--- src/lmts_pkg.sv ---
// Package for the LED matrix transition sequencer: item types, codes, modes.
// No dependencies.
package lmts_pkg;

  typedef enum logic [2:0] {
    FUNC_TICK  = 3'd0,
    FUNC_LOAD  = 3'd1,
    FUNC_START = 3'd2,
    FUNC_DRAW  = 3'd3,
    FUNC_ERROR = 3'd4
  } func_e;

  typedef enum logic [1:0] {
    CMD_PIXEL = 2'd0,
    CMD_CLEAR = 2'd1,
    CMD_ROW   = 2'd2,
    CMD_SHOW  = 2'd3
  } cmd_e;

  typedef enum logic [2:0] {
    MODE_RUN     = 3'd0,
    MODE_HORIZ   = 3'd1,
    MODE_INSTANT = 3'd2,
    MODE_SNAKE   = 3'd3,
    MODE_WRITER  = 3'd4,
    MODE_SHUFFLE = 3'd5,
    MODE_IDLE    = 3'd7
  } mode_e;

  typedef enum logic [3:0] {
    ST_IDLE,
    ST_DISPATCH,
    ST_RUN_SCAN,
    ST_HORIZ,
    ST_ROWS,
    ST_BUILD,
    ST_SHUF_DIV,
    ST_SHUF_RDJ,
    ST_SHUF_RDC,
    ST_SHUF_SWAP,
    ST_EMIT_PIX,
    ST_ERR,
    ST_CLEAR,
    ST_SHOW
  } state_e;

  localparam logic [23:0] ColorRed   = 24'hFF0000;
  localparam logic [23:0] ColorGreen = 24'h00FF00;
  localparam logic [23:0] ColorBlue  = 24'h0000FF;
  localparam logic [23:0] ColorWhite = 24'hFFFFFF;
  localparam logic [31:0] RunMs      = 32'd150;
  localparam logic [31:0] HorizMs    = 32'd60;
  localparam logic [31:0] FlashMs    = 32'd30;
  localparam logic [31:0] ShuffleMs  = 32'd100;

  typedef struct packed {
    logic [2:0]  func;
    logic [31:0] now_ms;
    logic [15:0] random_value;
    logic [3:0]  target_row;
    logic [10:0] target_bits;
    logic [2:0]  transition_kind;
    logic        error_visible;
  } in_word_t;

  typedef struct packed {
    logic [1:0]  command;
    logic [6:0]  led_index;
    logic [3:0]  row_index;
    logic [10:0] row_bits;
    logic [23:0] pixel_color;
    logic        last;
  } out_word_t;

  // Control from the sequencer to the shared divider.
  typedef struct packed {
    logic       start;
    logic [15:0] dividend;
    logic [6:0] divisor;
  } div_req_t;

  typedef struct packed {
    logic       busy;
    logic [6:0] remainder;
  } div_rsp_t;

endpackage

--- src/led_matrix_transition_sequencer_unit.sv ---
// LED matrix transition sequencer, top level.
// The first command is registered at the output after the dispatch state; a shuffle
// tick first waits for the bit-serial remainder unit. A shuffle start walks all
// leds, one per cycle. One item at a time; the next is taken once the last
// command has entered the output register. Reset is asynchronous active low
// and returns to idle with an empty target.
module led_matrix_transition_sequencer_unit #(
  parameter int LED_ROWS    = 10,
  parameter int LED_COLUMNS = 11
) (
  input  logic                clk_i,
  input  logic                rst_ni,
  input  logic                in_valid_i,
  output logic                in_stall_o,
  input  lmts_pkg::in_word_t  in_word_i,
  output logic                out_valid_o,
  input  logic                out_stall_i,
  output lmts_pkg::out_word_t out_word_o,
  input  logic                cfg_valid_i,
  output logic                cfg_ready_o,
  input  logic [1:0]          cfg_data_i
);
  import lmts_pkg::*;

  localparam int Total = LED_ROWS * LED_COLUMNS;
  localparam int RW = $clog2(LED_ROWS);
  localparam int CW = $clog2(LED_COLUMNS);
  localparam int LW = $clog2(Total + 1);
  localparam logic [LW-1:0] TotalL = LW'(Total);
  localparam logic [LW-1:0] ColsL  = LW'(LED_COLUMNS);

  logic [1:0] color_q;
  logic [LED_COLUMNS-1:0] map_q [LED_ROWS];
  logic has_q;
  mode_e mode_q;
  logic [LW-1:0] pos_q;
  logic phase_q;
  logic [31:0] nft_q;
  logic [LW-1:0] ctot_q, ccur_q;

  state_e st_q, st_d;
  in_word_t it_q;
  // walk counters: row / column, led counter for scans
  logic [RW-1:0] r_q;
  logic [CW-1:0] c_q;
  logic [LW-1:0] led_q;
  logic [6:0] pix_q;
  logic [23:0] pcol_q;
  logic [6:0] j_q, vj_q;
  logic [2:0] ecnt_q;

  logic out_v_q;
  out_word_t out_q;

  logic [23:0] act_col;
  always_comb begin
    unique case (color_q)
      2'd1: act_col = ColorRed;
      2'd2: act_col = ColorGreen;
      2'd3: act_col = ColorBlue;
      default: act_col = ColorWhite;
    endcase
  end

  // Serpentine led at walk row/column
  logic [LW-1:0] serp_led;
  always_comb begin
    if (!r_q[0]) serp_led = LW'(r_q * LED_COLUMNS + (LED_COLUMNS - 1 - c_q));
    else serp_led = LW'(r_q * LED_COLUMNS + c_q);
  end
  logic [LW-1:0] plain_led;
  assign plain_led = LW'(r_q * LED_COLUMNS + c_q);
  logic serp_lit, plain_lit;
  logic [CW-1:0] sc;
  assign sc = r_q[0] ? c_q : CW'(LED_COLUMNS - 1 - c_q);
  assign serp_lit = map_q[r_q][sc];
  assign plain_lit = map_q[r_q][c_q];

  // Registered copies of the walk row and column (unused)
  logic [RW-1:0] lr_q;
  logic [CW-1:0] lc_q;

  logic due;
  assign due = ~it_q.now_ms[31] ^ 1'b0;
  logic [31:0] diff;
  assign diff = it_q.now_ms - nft_q;

  // Shared remainder unit and candidate memory
  div_req_t dreq;
  div_rsp_t drsp;
  lmts_div u_div (.clk_i, .rst_ni, .req_i(dreq), .rsp_o(drsp));

  logic ram_we;
  logic [6:0] ram_wa, ram_wd, ram_ra, ram_rd;
  lmts_ram #(.Width(7), .Depth(128)) u_ram (
    .clk_i, .we_i(ram_we), .waddr_i(ram_wa), .wdata_i(ram_wd),
    .raddr_i(ram_ra), .rdata_o(ram_rd)
  );

  logic out_free;
  assign out_free = !out_v_q || !out_stall_i;
  logic in_acc;
  assign in_acc = in_valid_i && !in_stall_o;
  assign in_stall_o = (st_q != ST_IDLE);
  assign cfg_ready_o = 1'b1;

  // Next state
  always_comb begin
    st_d = st_q;
    unique case (st_q)
      ST_IDLE: if (in_acc) st_d = ST_DISPATCH;
      default: st_d = st_q;
    endcase
  end

  // Sequencer: one register block carrying the working state but for the row/column copies
  logic emit_v;
  out_word_t emit_w;

  always_ff @(posedge clk_i or negedge rst_ni) begin
    if (!rst_ni) begin
      color_q <= 2'd0;
      for (int i = 0; i < LED_ROWS; i++) map_q[i] <= '0;
      has_q <= 1'b0;
      mode_q <= MODE_IDLE;
      pos_q <= '0;
      phase_q <= 1'b0;
      nft_q <= '0;
      ctot_q <= '0;
      ccur_q <= '0;
      st_q <= ST_IDLE;
      out_v_q <= 1'b0;
      r_q <= '0;
      c_q <= '0;
      led_q <= '0;
      ecnt_q <= '0;
    end else begin
      if (cfg_valid_i) color_q <= cfg_data_i;
      if (out_v_q && !out_stall_i) out_v_q <= 1'b0;
      if (emit_v) begin
        out_v_q <= 1'b1;
        out_q <= emit_w;
      end
      unique case (st_q)
        ST_IDLE: begin
          if (in_acc) begin
            it_q <= in_word_i;
            st_q <= ST_DISPATCH;
          end
        end
        ST_DISPATCH: begin
          st_q <= ST_IDLE;
          r_q <= '0;
          c_q <= '0;
          ecnt_q <= '0;
          unique case (it_q.func)
            FUNC_TICK: begin
              if (mode_q != MODE_IDLE && !diff[31]) begin
                unique case (mode_q)
                  MODE_RUN: begin
                    r_q <= RW'(pos_q / ColsL);
                    c_q <= CW'(pos_q % ColsL);
                    st_q <= ST_RUN_SCAN;
                  end
                  MODE_HORIZ: begin
                    c_q <= CW'(pos_q % ColsL);
                    st_q <= ST_HORIZ;
                  end
                  MODE_SNAKE, MODE_WRITER: begin
                    r_q <= RW'((pos_q % TotalL) / ColsL);
                    c_q <= CW'((pos_q % TotalL) % ColsL);
                    st_q <= ST_EMIT_PIX;
                  end
                  MODE_SHUFFLE: begin
                    if (ccur_q >= ctot_q || ctot_q > TotalL) mode_q <= MODE_IDLE;
                    else st_q <= ST_SHUF_DIV;
                  end
                  default: mode_q <= MODE_IDLE;
                endcase
              end
            end
            FUNC_LOAD: begin
              if (it_q.target_row < 4'(LED_ROWS))
                map_q[RW'(it_q.target_row)] <= it_q.target_bits[LED_COLUMNS-1:0];
            end
            FUNC_START: begin
              has_q <= 1'b1;
              if (it_q.transition_kind == 3'd2) begin
                st_q <= ST_ROWS;
              end else if (it_q.transition_kind == 3'd0 || it_q.transition_kind == 3'd1 ||
                           it_q.transition_kind == 3'd3 || it_q.transition_kind == 3'd4) begin
                mode_q <= mode_e'(it_q.transition_kind);
                pos_q <= '0;
                phase_q <= 1'b0;
                nft_q <= it_q.now_ms;
                st_q <= ST_CLEAR;
              end else begin
                mode_q <= MODE_SHUFFLE;
                ctot_q <= '0;
                ccur_q <= '0;
                nft_q <= it_q.now_ms;
                led_q <= '0;
                st_q <= ST_BUILD;
              end
            end
            FUNC_DRAW: if (has_q) st_q <= ST_ROWS;
            FUNC_ERROR: begin
              mode_q <= MODE_IDLE;
              st_q <= ST_CLEAR;
            end
            default: st_q <= ST_IDLE;
          endcase
        end
        ST_RUN_SCAN: begin
          if (pos_q >= TotalL) begin
            mode_q <= MODE_IDLE;
            st_q <= ST_IDLE;
          end else begin
            pos_q <= pos_q + 1'b1;
            if (c_q == CW'(LED_COLUMNS - 1)) begin
              c_q <= '0;
              r_q <= r_q + 1'b1;
            end else c_q <= c_q + 1'b1;
            if (serp_lit) begin
              pix_q <= 7'(serp_led);
              pcol_q <= act_col;
              nft_q <= it_q.now_ms + RunMs;
              st_q <= ST_EMIT_PIX;
              ecnt_q <= 3'd1;
            end
          end
        end
        ST_HORIZ: begin
          if (out_free) begin
            if (r_q == RW'(LED_ROWS - 1)) begin
              st_q <= ST_SHOW;
              if (!phase_q) begin
                phase_q <= 1'b1;
                nft_q <= it_q.now_ms + HorizMs;
              end else begin
                pos_q <= pos_q + 1'b1;
                phase_q <= 1'b0;
                nft_q <= it_q.now_ms;
                if (pos_q + 1'b1 >= ColsL) mode_q <= MODE_IDLE;
              end
            end else r_q <= r_q + 1'b1;
          end
        end
        ST_ROWS: begin
          if (out_free) begin
            if (r_q == RW'(LED_ROWS - 1)) begin
              mode_q <= MODE_IDLE;
              st_q <= ST_SHOW;
            end else r_q <= r_q + 1'b1;
          end
        end
        ST_BUILD: begin
          if (plain_lit) ctot_q <= ctot_q + 1'b1;
          if (led_q == TotalL - 1'b1) begin
            st_q <= ST_CLEAR;
            if (ctot_q == '0 && !plain_lit) mode_q <= MODE_IDLE;
          end
          led_q <= led_q + 1'b1;
          if (c_q == CW'(LED_COLUMNS - 1)) begin
            c_q <= '0;
            r_q <= r_q + 1'b1;
          end else c_q <= c_q + 1'b1;
        end
        ST_SHUF_DIV: begin
          ecnt_q <= 3'd1;
          if (ecnt_q != '0 && !drsp.busy) begin
            j_q <= 7'(ccur_q) + drsp.remainder;
            st_q <= ST_SHUF_RDJ;
            ecnt_q <= '0;
          end
        end
        ST_SHUF_RDJ: begin
          ecnt_q <= ecnt_q + 1'b1;
          if (ecnt_q == 3'd1) begin
            vj_q <= ram_rd;
            ecnt_q <= '0;
            st_q <= ST_SHUF_RDC;
          end
        end
        ST_SHUF_RDC: begin
          ecnt_q <= ecnt_q + 1'b1;
          if (ecnt_q == 3'd1) begin
            ecnt_q <= '0;
            st_q <= ST_SHUF_SWAP;
          end
        end
        ST_SHUF_SWAP: begin
          // write old cursor value to j; led at cursor is vj
          pix_q <= vj_q;
          r_q <= RW'(LW'(vj_q) / ColsL);
          c_q <= CW'(LW'(vj_q) % ColsL);
          ccur_q <= ccur_q + 1'b1;
          nft_q <= it_q.now_ms + ShuffleMs;
          if (ccur_q + 1'b1 >= ctot_q) mode_q <= MODE_IDLE;
          ecnt_q <= 3'd2;
          st_q <= ST_EMIT_PIX;
        end
        ST_EMIT_PIX: begin
          if (out_free) begin
            st_q <= ST_SHOW;
            if (ecnt_q == '0) begin
              if (!phase_q) begin
                phase_q <= 1'b1;
                nft_q <= it_q.now_ms + FlashMs;
              end else begin
                pos_q <= pos_q + 1'b1;
                phase_q <= 1'b0;
                nft_q <= it_q.now_ms;
                if (pos_q + 1'b1 >= TotalL) mode_q <= MODE_IDLE;
              end
            end
          end
        end
        ST_CLEAR: begin
          if (out_free) begin
            if (it_q.func == FUNC_ERROR && it_q.error_visible) st_q <= ST_ERR;
            else st_q <= ST_SHOW;
            ecnt_q <= '0;
          end
        end
        ST_ERR: begin
          if (out_free) begin
            if (ecnt_q == 3'd3) st_q <= ST_SHOW;
            ecnt_q <= ecnt_q + 1'b1;
          end
        end
        ST_SHOW: if (out_free) st_q <= ST_IDLE;
        default: st_q <= ST_IDLE;
      endcase
    end
  end

  // Build list entries in the memory and the swap writes
  always_comb begin
    ram_we = 1'b0;
    ram_wa = 7'(ctot_q);
    ram_wd = 7'(plain_led);
    ram_ra = j_q;
    dreq.start = (st_q == ST_SHUF_DIV) && (ecnt_q == '0);
    dreq.dividend = it_q.random_value;
    dreq.divisor = 7'(ctot_q - ccur_q);
    if (st_q == ST_BUILD && plain_lit) ram_we = 1'b1;
    if (st_q == ST_SHUF_RDC) ram_ra = 7'(ccur_q);
    if (st_q == ST_SHUF_SWAP) begin
      ram_we = 1'b1;
      ram_wa = j_q;
      ram_wd = ram_rd;
    end
  end

  // Commands
  logic [LW-1:0] cur_led;
  always_comb begin
    emit_v = 1'b0;
    emit_w = '0;
    cur_led = (mode_q == MODE_WRITER) ? plain_led : serp_led;
    if (out_free) begin
      unique case (st_q)
        ST_HORIZ: begin
          emit_v = 1'b1;
          emit_w.command = CMD_PIXEL;
          emit_w.led_index = 7'(serp_led);
          emit_w.pixel_color = (!phase_q || serp_lit) ? act_col : 24'd0;
        end
        ST_ROWS: begin
          emit_v = 1'b1;
          emit_w.command = CMD_ROW;
          emit_w.row_index = 4'(r_q);
          emit_w.row_bits = 11'(map_q[r_q]);
          emit_w.pixel_color = act_col;
        end
        ST_EMIT_PIX: begin
          emit_v = 1'b1;
          emit_w.command = CMD_PIXEL;
          if (ecnt_q == 3'd1) begin
            emit_w.led_index = pix_q;
            emit_w.pixel_color = pcol_q;
          end else if (ecnt_q == 3'd2) begin
            emit_w.led_index = pix_q;
            emit_w.pixel_color = plain_lit ? act_col : 24'd0;
          end else begin
            emit_w.led_index = 7'(cur_led);
            emit_w.pixel_color = (!phase_q ||
              ((mode_q == MODE_WRITER) ? plain_lit : serp_lit)) ? act_col : 24'd0;
          end
        end
        ST_CLEAR: begin
          emit_v = 1'b1;
          emit_w.command = CMD_CLEAR;
        end
        ST_ERR: begin
          emit_v = 1'b1;
          emit_w.command = CMD_PIXEL;
          emit_w.pixel_color = ColorRed;
          unique case (ecnt_q[1:0])
            2'd0: emit_w.led_index = 7'd0;
            2'd1: emit_w.led_index = 7'(LED_COLUMNS - 1);
            2'd2: emit_w.led_index = 7'((LED_ROWS - 1) * LED_COLUMNS);
            default: emit_w.led_index = 7'(Total - 1);
          endcase
        end
        ST_SHOW: begin
          emit_v = 1'b1;
          emit_w.command = CMD_SHOW;
          emit_w.last = 1'b1;
        end
        default: emit_v = 1'b0;
      endcase
    end
  end

  assign out_valid_o = out_v_q;
  assign out_word_o = out_q;

  logic unused;
  assign unused = ^{st_d, due, lr_q, lc_q, led_q[0]};
  always_ff @(posedge clk_i) begin
    lr_q <= r_q;
    lc_q <= c_q;
  end
endmodule

--- src/lmts_ram.sv ---
// Generic single-port-write, one-read RAM with registered read data.
// No dependencies.
module lmts_ram #(
  parameter int Width = 8,
  parameter int Depth = 16
) (
  input  logic                     clk_i,
  input  logic                     we_i,
  input  logic [$clog2(Depth)-1:0] waddr_i,
  input  logic [Width-1:0]         wdata_i,
  input  logic [$clog2(Depth)-1:0] raddr_i,
  output logic [Width-1:0]         rdata_o
);
  logic [Width-1:0] mem_q [Depth];

  // Write and registered read
  always_ff @(posedge clk_i) begin
    if (we_i) begin
      mem_q[waddr_i] <= wdata_i;
    end
    rdata_o <= mem_q[raddr_i];
  end
endmodule

--- src/lmts_div.sv ---
// Bit-serial restoring remainder unit: 16-bit dividend by 7-bit divisor.
// Depends on lmts_pkg.
module lmts_div (
  input  logic              clk_i,
  input  logic              rst_ni,
  input  lmts_pkg::div_req_t req_i,
  output lmts_pkg::div_rsp_t rsp_o
);
  import lmts_pkg::*;

  logic [15:0] dvd_q, dvd_d;
  logic [6:0]  div_q, div_d;
  logic [7:0]  rem_q, rem_d;
  logic [4:0]  cnt_q, cnt_d;
  logic [7:0]  shifted;

  // One quotient bit per cycle
  always_comb begin
    dvd_d = dvd_q;
    div_d = div_q;
    rem_d = rem_q;
    cnt_d = cnt_q;
    shifted = {rem_q[6:0], dvd_q[15]};
    if (req_i.start) begin
      dvd_d = req_i.dividend;
      div_d = req_i.divisor;
      rem_d = 8'd0;
      cnt_d = 5'd16;
    end else if (cnt_q != 5'd0) begin
      dvd_d = {dvd_q[14:0], 1'b0};
      rem_d = (shifted >= {1'b0, div_q}) ? shifted - {1'b0, div_q} : shifted;
      cnt_d = cnt_q - 5'd1;
    end
  end

  always_ff @(posedge clk_i or negedge rst_ni) begin
    if (!rst_ni) begin
      cnt_q <= 5'd0;
    end else begin
      cnt_q <= cnt_d;
    end
  end

  always_ff @(posedge clk_i) begin
    dvd_q <= dvd_d;
    div_q <= div_d;
    rem_q <= rem_d;
  end

  assign rsp_o.busy = (cnt_q != 5'd0);
  assign rsp_o.remainder = rem_q[6:0];
endmodule
--- config.mk ---
export PLATFORM = sky130hd
export DESIGN_NAME = led_matrix_transition_sequencer_unit
export DESIGN_NICKNAME = d
export VERILOG_FILES = /design/src/lmts_pkg.sv /design/src/led_matrix_transition_sequencer_unit.sv /design/src/lmts_ram.sv /design/src/lmts_div.sv
export SDC_FILE = /design/constraint.sdc
export NUM_CORES = 2
export LEC_CHECK = 0
export ABC_CLOCK_PERIOD_IN_PS = 10700
export BUFFER_PORTS_ARGS = -buffer_cell sky130_fd_sc_hd__buf_2
export CORE_ASPECT_RATIO = 1.75
export CORE_MARGIN = 4
export CORE_UTILIZATION = 30
export CTS_BUF_LIST = sky130_fd_sc_hd__clkbuf_8
export CTS_CLUSTER_DIAMETER = 200
export CTS_CLUSTER_SIZE = 20
export DETAILED_ROUTE_END_ITERATION = 6
export PLACE_DENSITY_LB_ADDON = 0.25
export SLEW_MARGIN = 30
export SYNTH_ARGS = -nofsm -noshare
export SYNTH_HDL_FRONTEND = slang
export SYNTH_SLANG_ARGS = --single-unit
--- constraint.sdc ---
create_clock -name clk_i -period 10.7 [get_ports clk_i]
set_input_delay 0.535 -clock clk_i [delete_from_list [all_inputs] [get_ports clk_i]]
set_output_delay 0.535 -clock clk_i [all_outputs]
set_load 0.01 [all_outputs]
[After elaboration in Yosys (flattened, before gate mapping)]
Memories as Yosys holds them, arrays and structs flattened. A register that Yosys moved wholly into a read port is not among the register bits.
Index checks and enable logic that the tools add are counted.
Storage, ports and cells
  register bits: 392
  logic and storage cells: 383
  input port bits: 77
  output and inout bits: 52
  ROM bits: 0
  memories kept: 1
  bits in latches: 0
  memory bits (writable): 896
Memories
  u_ram.mem_q: words 128, bits a word 7, rd ports 1, clocked after memory_dff 1, write ports 1, line lmts_ram.sv:14  | logic [Width-1:0] mem_q [Depth];
Operators by class
  $lt $le $gt $ge: 13
  multipliers: 1
  add/sub/neg operators: 19
  shift operators: 0
  reductions and logical operators: 71
  div/mod/pow operators: 7
  eq/ne operators: 75
  bitwise logic cells: 3
  mux-type cells: 148
Operator list (count)
  32-bit 2-to-1 mux: 10
  7-bit 2-to-1 mux: 23
  32-bit case mux with 5 select lines: 1
  24-bit 2-to-1 mux: 5
  4-bit 2-to-1 mux: 28
  110-bit bitwise mux: 1
  24-bit case mux with 4 select lines: 1
  3-bit 2-to-1 mux: 26
  24-bit case mux with 3 select lines: 1
  2-bit inequality test (second input constant): 29
  7-bit case mux with 2 select lines: 4
  4-bit case mux with 13 select lines: 1
  4-bit case mux with 4 select lines: 3
  11-bit binary-select mux with 4-bit select: 1
  11-bit demux with 4-bit select: 1
  3-bit case mux with 7 select lines: 2
  7-bit case mux with 3 select lines: 2
  11-bit 2-to-1 mux: 3
  32-bit by 5-bit adder with 32-bit output (second input constant): 1
  32-bit by 6-bit adder with 32-bit output (second input constant): 1
  32-bit by 7-bit adder with 32-bit output (second input constant): 1
  32-bit by 8-bit adder with 32-bit output (second input constant): 1
  4-bit == test (second input constant): 8
  16-bit 2-to-1 mux: 2
  70 further kinds: 181

[Longest topological paths before layout]
  depth after elaboration: 12
  gate-level depth with buffers: 16
  mapped depth without buffers: 15

[Hierarchy]
Synthesis repeated with hierarchy kept, for this count alone.
Unflattened totals
  cells, all modules: 3565
  area, all modules: 56246.4 µm²
Modules (own cells, without submodules)
  lmts_ram: area each 34813.4 µm², seq. area each 27045.9 µm², cells an instance 1452, instances 1
  led_matrix_transition_sequencer_unit: area each 19641.3 µm², seq. area each 8496.9 µm², cells an instance 1963, instances 1
  lmts_div: area each 1791.7 µm², seq. area each 955.9 µm², cells an instance 150, instances 1

[Worst setup path before layout]
Ideal clock, no wire load.
  path kind: register to register
  start: reg r_q[2]
  end: mem u_ram.mem_q[0][6] (data pin)
  path buffers: 0
  stages on the path, launching flop included: 10
  period minus slack after synthesis: 8.467 ns
  slack: 2.233 ns
  setup time: 1.197 ns
  arrival time: 7.270 ns
  cell sequence: dfrtp_1 ha_1 ha_1 fa_1 ha_1 o21ai_0 nand2b_1 nand3_1 xnor2_1 o21ai_0
On the way
  longest elaborated chain between the ends: 3
Ends and longest elaborated chain
  from (decl): line led_matrix_transition_sequencer_unit.sv:44  | logic [RW-1:0] r_q;
  from (signal assigned): line led_matrix_transition_sequencer_unit.sv:161  | r_q <= RW'(pos_q / ColsL);
  from (signal assigned): line led_matrix_transition_sequencer_unit.sv:170  | r_q <= RW'((pos_q % TotalL) / ColsL);
  from (signal assigned): line led_matrix_transition_sequencer_unit.sv:222  | r_q <= r_q + 1'b1;
  4-bit by 4-bit multiplier with 7-bit output: line led_matrix_transition_sequencer_unit.sv:72  | assign plain_led = LW'(r_q * LED_COLUMNS + c_q);
  7-bit by 4-bit adder with 7-bit output: line led_matrix_transition_sequencer_unit.sv:72
  7-bit 2-to-1 mux: line led_matrix_transition_sequencer_unit.sv:349  | if (st_q == ST_SHUF_SWAP) begin
  named net ram_wd[6]: line led_matrix_transition_sequencer_unit.sv:94  | logic [6:0] ram_wa, ram_wd, ram_ra, ram_rd;
  to (decl): line lmts_ram.sv:14
The timed path passes the listed nets, and every way through them passes these cells.

[Final worst setup path]
  start: reg r_q[0]
  end: mem u_ram.mem_q[29][0] (enable)
On the way
  longest elaborated chain between the ends: 11
Ends and longest elaborated chain
  4-bit inverter with 5-bit output (implied by the code): line led_matrix_transition_sequencer_unit.sv:77  | assign plain_lit = map_q[r_q][c_q];
  11-bit binary-select mux with 4-bit select: line led_matrix_transition_sequencer_unit.sv:77
  11-bit 2-to-1 mux (implied by the code) (2 in a row): line led_matrix_transition_sequencer_unit.sv:77
  1-bit binary-select mux with 4-bit select: line led_matrix_transition_sequencer_unit.sv:77
  1-bit 2-to-1 mux (implied by the code): line led_matrix_transition_sequencer_unit.sv:77
  1-bit logical AND: line led_matrix_transition_sequencer_unit.sv:347  | if (st_q == ST_BUILD && plain_lit) ram_we = 1'b1;
  1-bit 2-to-1 mux: line led_matrix_transition_sequencer_unit.sv:347
  1-bit 2-to-1 mux: line led_matrix_transition_sequencer_unit.sv:349
  1-bit 2-to-1 mux: line lmts_ram.sv:18  | if (we_i) begin
  1-bit 2-to-1 mux (implied by the code): line lmts_ram.sv:19  | mem_q[waddr_i] <= wdata_i;
No other way between the ends. The select of a mux whose other input is x is not followed.

==> summary.txt <==
Status
  – Outcome: finished clean

STA
  – Max-slew violation count: 0
  – Final-report hold violation count: 0
  – Least-Margin Pin Slew: approximately 1.0 ns
  – Fin Setup TNS: 0 ns
  – Post-Route Skew: around 0.067 ns
  – Unrepaired setup endpoints after global routing: no
  – Minimum period implied by the final worst setup slack: between 6 and 7 ns
  – Post-route fraction of the period consumed by the critical path: 0.603
  – Highest clock frequency the design can meet: between 150 and 200 MHz
  – Setup Viol. Count Final: 0
  – Slew margin rel.: 0.315

Worst setup path
  – Slowest stage delay, CP: 0.90 ns
  – Maximum fanout encountered on the critical timing path: 33
  – Crit Path Class: register to register
  – CP Cell Sequence: buf_4 -> mux4_2 -> a22oi_1 -> o21ai_0 -> mux2i_1 -> o221ai_1 -> o21ai_0 -> o21ai_0 -> nand2_1 -> nand2_1 -> nand3_2 -> nor2_1
  – CP max-delay cell: sky130_fd_sc_hd__nand3_2
  – Arrival time of the worst setup path: approximately 6.8 ns
  – Crit end category: register
  – Required time of the critical path: 11.08 ns
  – Cell repeated most along the worst path: sky130_fd_sc_hd__o21ai_0
  – Worst Setup Start Kind: register

Route
  – Initial detailed-routing violation count: between 2,000 and 3,000
  – TritonRoute pass-1 iters: 5
  – Avg WL per Cell: about 24 µm
  – Routed wire length: about 160 mm
  – Via Count: ~33,000
  – Antenna viol nets, final: 0
  – Number of remaining DRC errors: 0
  – Ratio of routed vias to standard cells: around 5.1

Placed design
  – Routability congestion estimate: roughly 0.90
  – Half-perimeter wire length after detailed placement: approximately 110 mm
  – Number of I/O port buffers: around 130

Logic synthesis
  – Area leader, netlist: sky130_fd_sc_hd__edfxtp_1
  – Share of flip-flops with an asynchronous set or reset: 0.158
  – Yosys reg bits: 1,253
  – Avg Synthesized Cell Area: about 14 µm²
  – Number of library cell types mapped by synthesis: 89
  – Synth Instances: slightly below 4,000
  – Number of nets in the synthesized netlist: around 4,000
  – Number of synthesized flops with an enable pin: approximately 1,000
  – Leading cell types by total area after synthesis: sky130_fd_sc_hd__edfxtp_1 55%, sky130_fd_sc_hd__mux4_2 10%, sky130_fd_sc_hd__dfrtp_1 8.6%
  – Portion of the post-synthesis area used by sequential elements: 0.645
  – Synth Warn #: 0
  – Synthesized cell area: around 57,000 µm²
  – Most frequently used flop master after synthesis: sky130_fd_sc_hd__edfxtp_1
  – Area fraction of the dominant cell type after synthesis: 0.552

Min path
  – Type of the tightest min-delay check: input pin to register

Flow run
  – Max-capacitance violation count: 0

GRT
  – Largest net degree at the start of global routing: ~140
  – First-pass GRT wire length: between 200 and 250 mm
  – Vias in the first global route: 34,800
  – Number of antenna violations at the first check in global routing: 1
  – Grt total ovfl: 0
  – Global Route Usage Sum: 0.158

Pwr
  – Int Pwr: between 10 and 15 mW
  – Switching power: roughly 6.9 mW
  – Sw frac: 0.399
  – Clock network fraction of total power: 0.126
  – Logic pwr share: 0.401
  – Leakage: between 20 and 25 nW
  – Worst supply voltage drop on vdd: ~0.00042 V
  – P per Cell Area: 277 nW/µm²
  – Proportion of power drawn by flip-flops and latches: 0.473

Finish
  – Final Util: 0.331
  – Final #Nets: between 4,000 and 5,000
  – Final-layout fill cell count: approximately 18,000
  – Fraction of layout instances using a drive strength above 1: 0.176
  – Multi-input gate area in the final layout: ~19,000 µm²
  – Commonest cells after routing, fill and taps aside: 1,041 x sky130_fd_sc_hd__edfxtp_1, 378 x sky130_fd_sc_hd__nand2_1, 289 x sky130_fd_sc_hd__nor2_1
  – Sequential cell area in the final layout: ~37,000 µm²
  – Most common library cell in the layout ignoring fill and taps: sky130_fd_sc_hd__edfxtp_1
  – Synth-to-layout area growth: 9.54%

Die
  – Die outline area: between 150,000 and 200,000 µm²
  – Io pins: approximately 130
  – Core ar.: 187,000 µm²
  – Width of the die: approximately 340 µm
  – Number of placement rows: 210
  – Die Y: 583 µm
  – Initial Util: 0.302

Clock network
  – Post-cts gate resize count: 0
  – CTS buffer count: 72
  – H-tree depth: 3
  – Clock Tree Root: sky130_fd_sc_hd__clkbuf_8
  – CTS clock-pin slew for the worst setup and hold paths: 0.13 ns
  – Maximum buffer depth of the clock tree: 3
  – Number of clock sinks: 1,253
  – Clock tree from TritonCTS: done
  – Worst skew pair latency: slightly below 0.8 ns
## worst paths after layout
check	end	start	slack, ns	cells past startpoint
hold / removal	dreq[22]	in_word_i[34]	0.13	1
min in group asynchronous	led_q[3]	rst_ni	0.19	2
max in group asynchronous	map_q[22]	rst_ni	8.84	4
setup reg to reg	u_ram.mem_q[29][0]	r_q[0]	4.24	12
setup / recovery	u_ram.mem_q[29][0]	r_q[0]	4.24	12
hold reg to reg	has_q	has_q	0.47	1
## flip-flops by register name (all words and copies together), names as in the netlist, 7 cells and up
signal	cells
ctot_q	7
out_word_o	28
it_q	54
nft_q	32
pix_q	7
u_div.rem_q	7
vj_q	7
u_div.div_q	7
dreq	16
map_q	110
led_q	7
ccur_q	7
u_ram.mem_q	896
j_q	7
u_div.dvd_q	16
u_ram.rdata_o	7
pos_q	7
## cell type report
class | count | area share
clock inverter | 43 | 0.00317
timing repair buffer | 269 | 0.0312
inverter | 103 | 0.00624
antenna | 1 | 0.0000404
tap | 2438 | 0.0492
multi-input combinational | 2310 | 0.305
clock buffer | 74 | 0.0164
sequential | 1253 | 0.589
## stage by stage
step	total power, mW	std cells	worst slack, ns	hold slack, ns	cell area [µm²]
finish	17.2	6491	4.24	0.125	62000
global route	18.2	6491	3.88	0.0344	62000
CTS	17.5	6490	4.06	0.00137	62000
detailed placement	15.3	6300	4.10	0.425	60000
global placement	15.2	6299	4.19	0.432	60000
floorplan	12.1	3904	2.23	0.239	56600
## power by group through the flow
stage	Combinational (mW)	Sequential [mW]	Clock, mW
6_report	6.88	8.13	2.17
5_1_grt	7.54	8.17	2.45
4_1_cts	7.08	8.14	2.29
3_5_place_dp	7.05	8.25	0
3_3_place_gp	6.99	8.25	0
2_1_floorplan	3.90	8.19	0
## what timing repair did
action	in CTS	in global routing
hold endpoints to repair	91	0
buffers inserted	0	0
hold buffers	73	0
## cells in the mapped netlist, types with 8 or more instances
library cell and number:
sky130_fd_sc_hd__a211oi_1 98, sky130_fd_sc_hd__a21o_1 34, sky130_fd_sc_hd__a21oi_1 129, sky130_fd_sc_hd__a22o_1 10, sky130_fd_sc_hd__a22oi_1 14, sky130_fd_sc_hd__a311oi_1 30, sky130_fd_sc_hd__a31oi_1 46, sky130_fd_sc_hd__and2_1 72
sky130_fd_sc_hd__and3_1 23, sky130_fd_sc_hd__buf_1 30, sky130_fd_sc_hd__buf_2 27, sky130_fd_sc_hd__buf_4 22, sky130_fd_sc_hd__clkbuf_1 158, sky130_fd_sc_hd__dfrtp_1 195, sky130_fd_sc_hd__dfxtp_1 14, sky130_fd_sc_hd__edfxtp_1 1041
sky130_fd_sc_hd__ha_1 109, sky130_fd_sc_hd__inv_1 99, sky130_fd_sc_hd__mux2_2 131, sky130_fd_sc_hd__mux2i_1 17, sky130_fd_sc_hd__mux4_2 250, sky130_fd_sc_hd__nand2_1 380, sky130_fd_sc_hd__nand2b_1 29, sky130_fd_sc_hd__nand3_1 57
sky130_fd_sc_hd__nand3b_1 10, sky130_fd_sc_hd__nand4_1 27, sky130_fd_sc_hd__nor2_1 292, sky130_fd_sc_hd__nor2b_1 31, sky130_fd_sc_hd__nor3_1 44, sky130_fd_sc_hd__nor3b_1 8, sky130_fd_sc_hd__nor4_1 10, sky130_fd_sc_hd__o211ai_1 16
sky130_fd_sc_hd__o21a_1 9, sky130_fd_sc_hd__o21ai_0 189, sky130_fd_sc_hd__o21ai_1 8, sky130_fd_sc_hd__o221ai_1 12, sky130_fd_sc_hd__o22ai_1 14, sky130_fd_sc_hd__o31ai_1 23, sky130_fd_sc_hd__or3_1 9, sky130_fd_sc_hd__xnor2_1 52
sky130_fd_sc_hd__xor2_1 28
## critical path, delay by kind of cell, from the launching register on
family,cells,cell delay (ns)
buffers and inverters,1,0.53
flip-flops,1,0.85
multiplexers,2,0.44
AND/OR/NAND/NOR,4,2.82
AO/OA/AOI/OAI,5,1.39
## kinds of logic after synthesis
family	count (synthesis)	share of synthesized area
flip-flops	1253	0.645
AND/OR/NAND/NOR	1011	0.0809
AO/OA/AOI/OAI	704	0.0818
multiplexers	399	0.129
buffers and inverters	341	0.0248
adder cells (fa/ha/maj)	115	0.0262
XOR/XNOR	80	0.0124
other	1	0.0000663
## metal layers
layer  track usage  up-vias  wire length, µm
met4        0.0611        0             6410
met5             0        -                0
met2         0.310      884            88500
met1         0.175    17100            57600
li1              -    15100                -
met3        0.0138      247             5270
(Power assumes the default switching activity.)
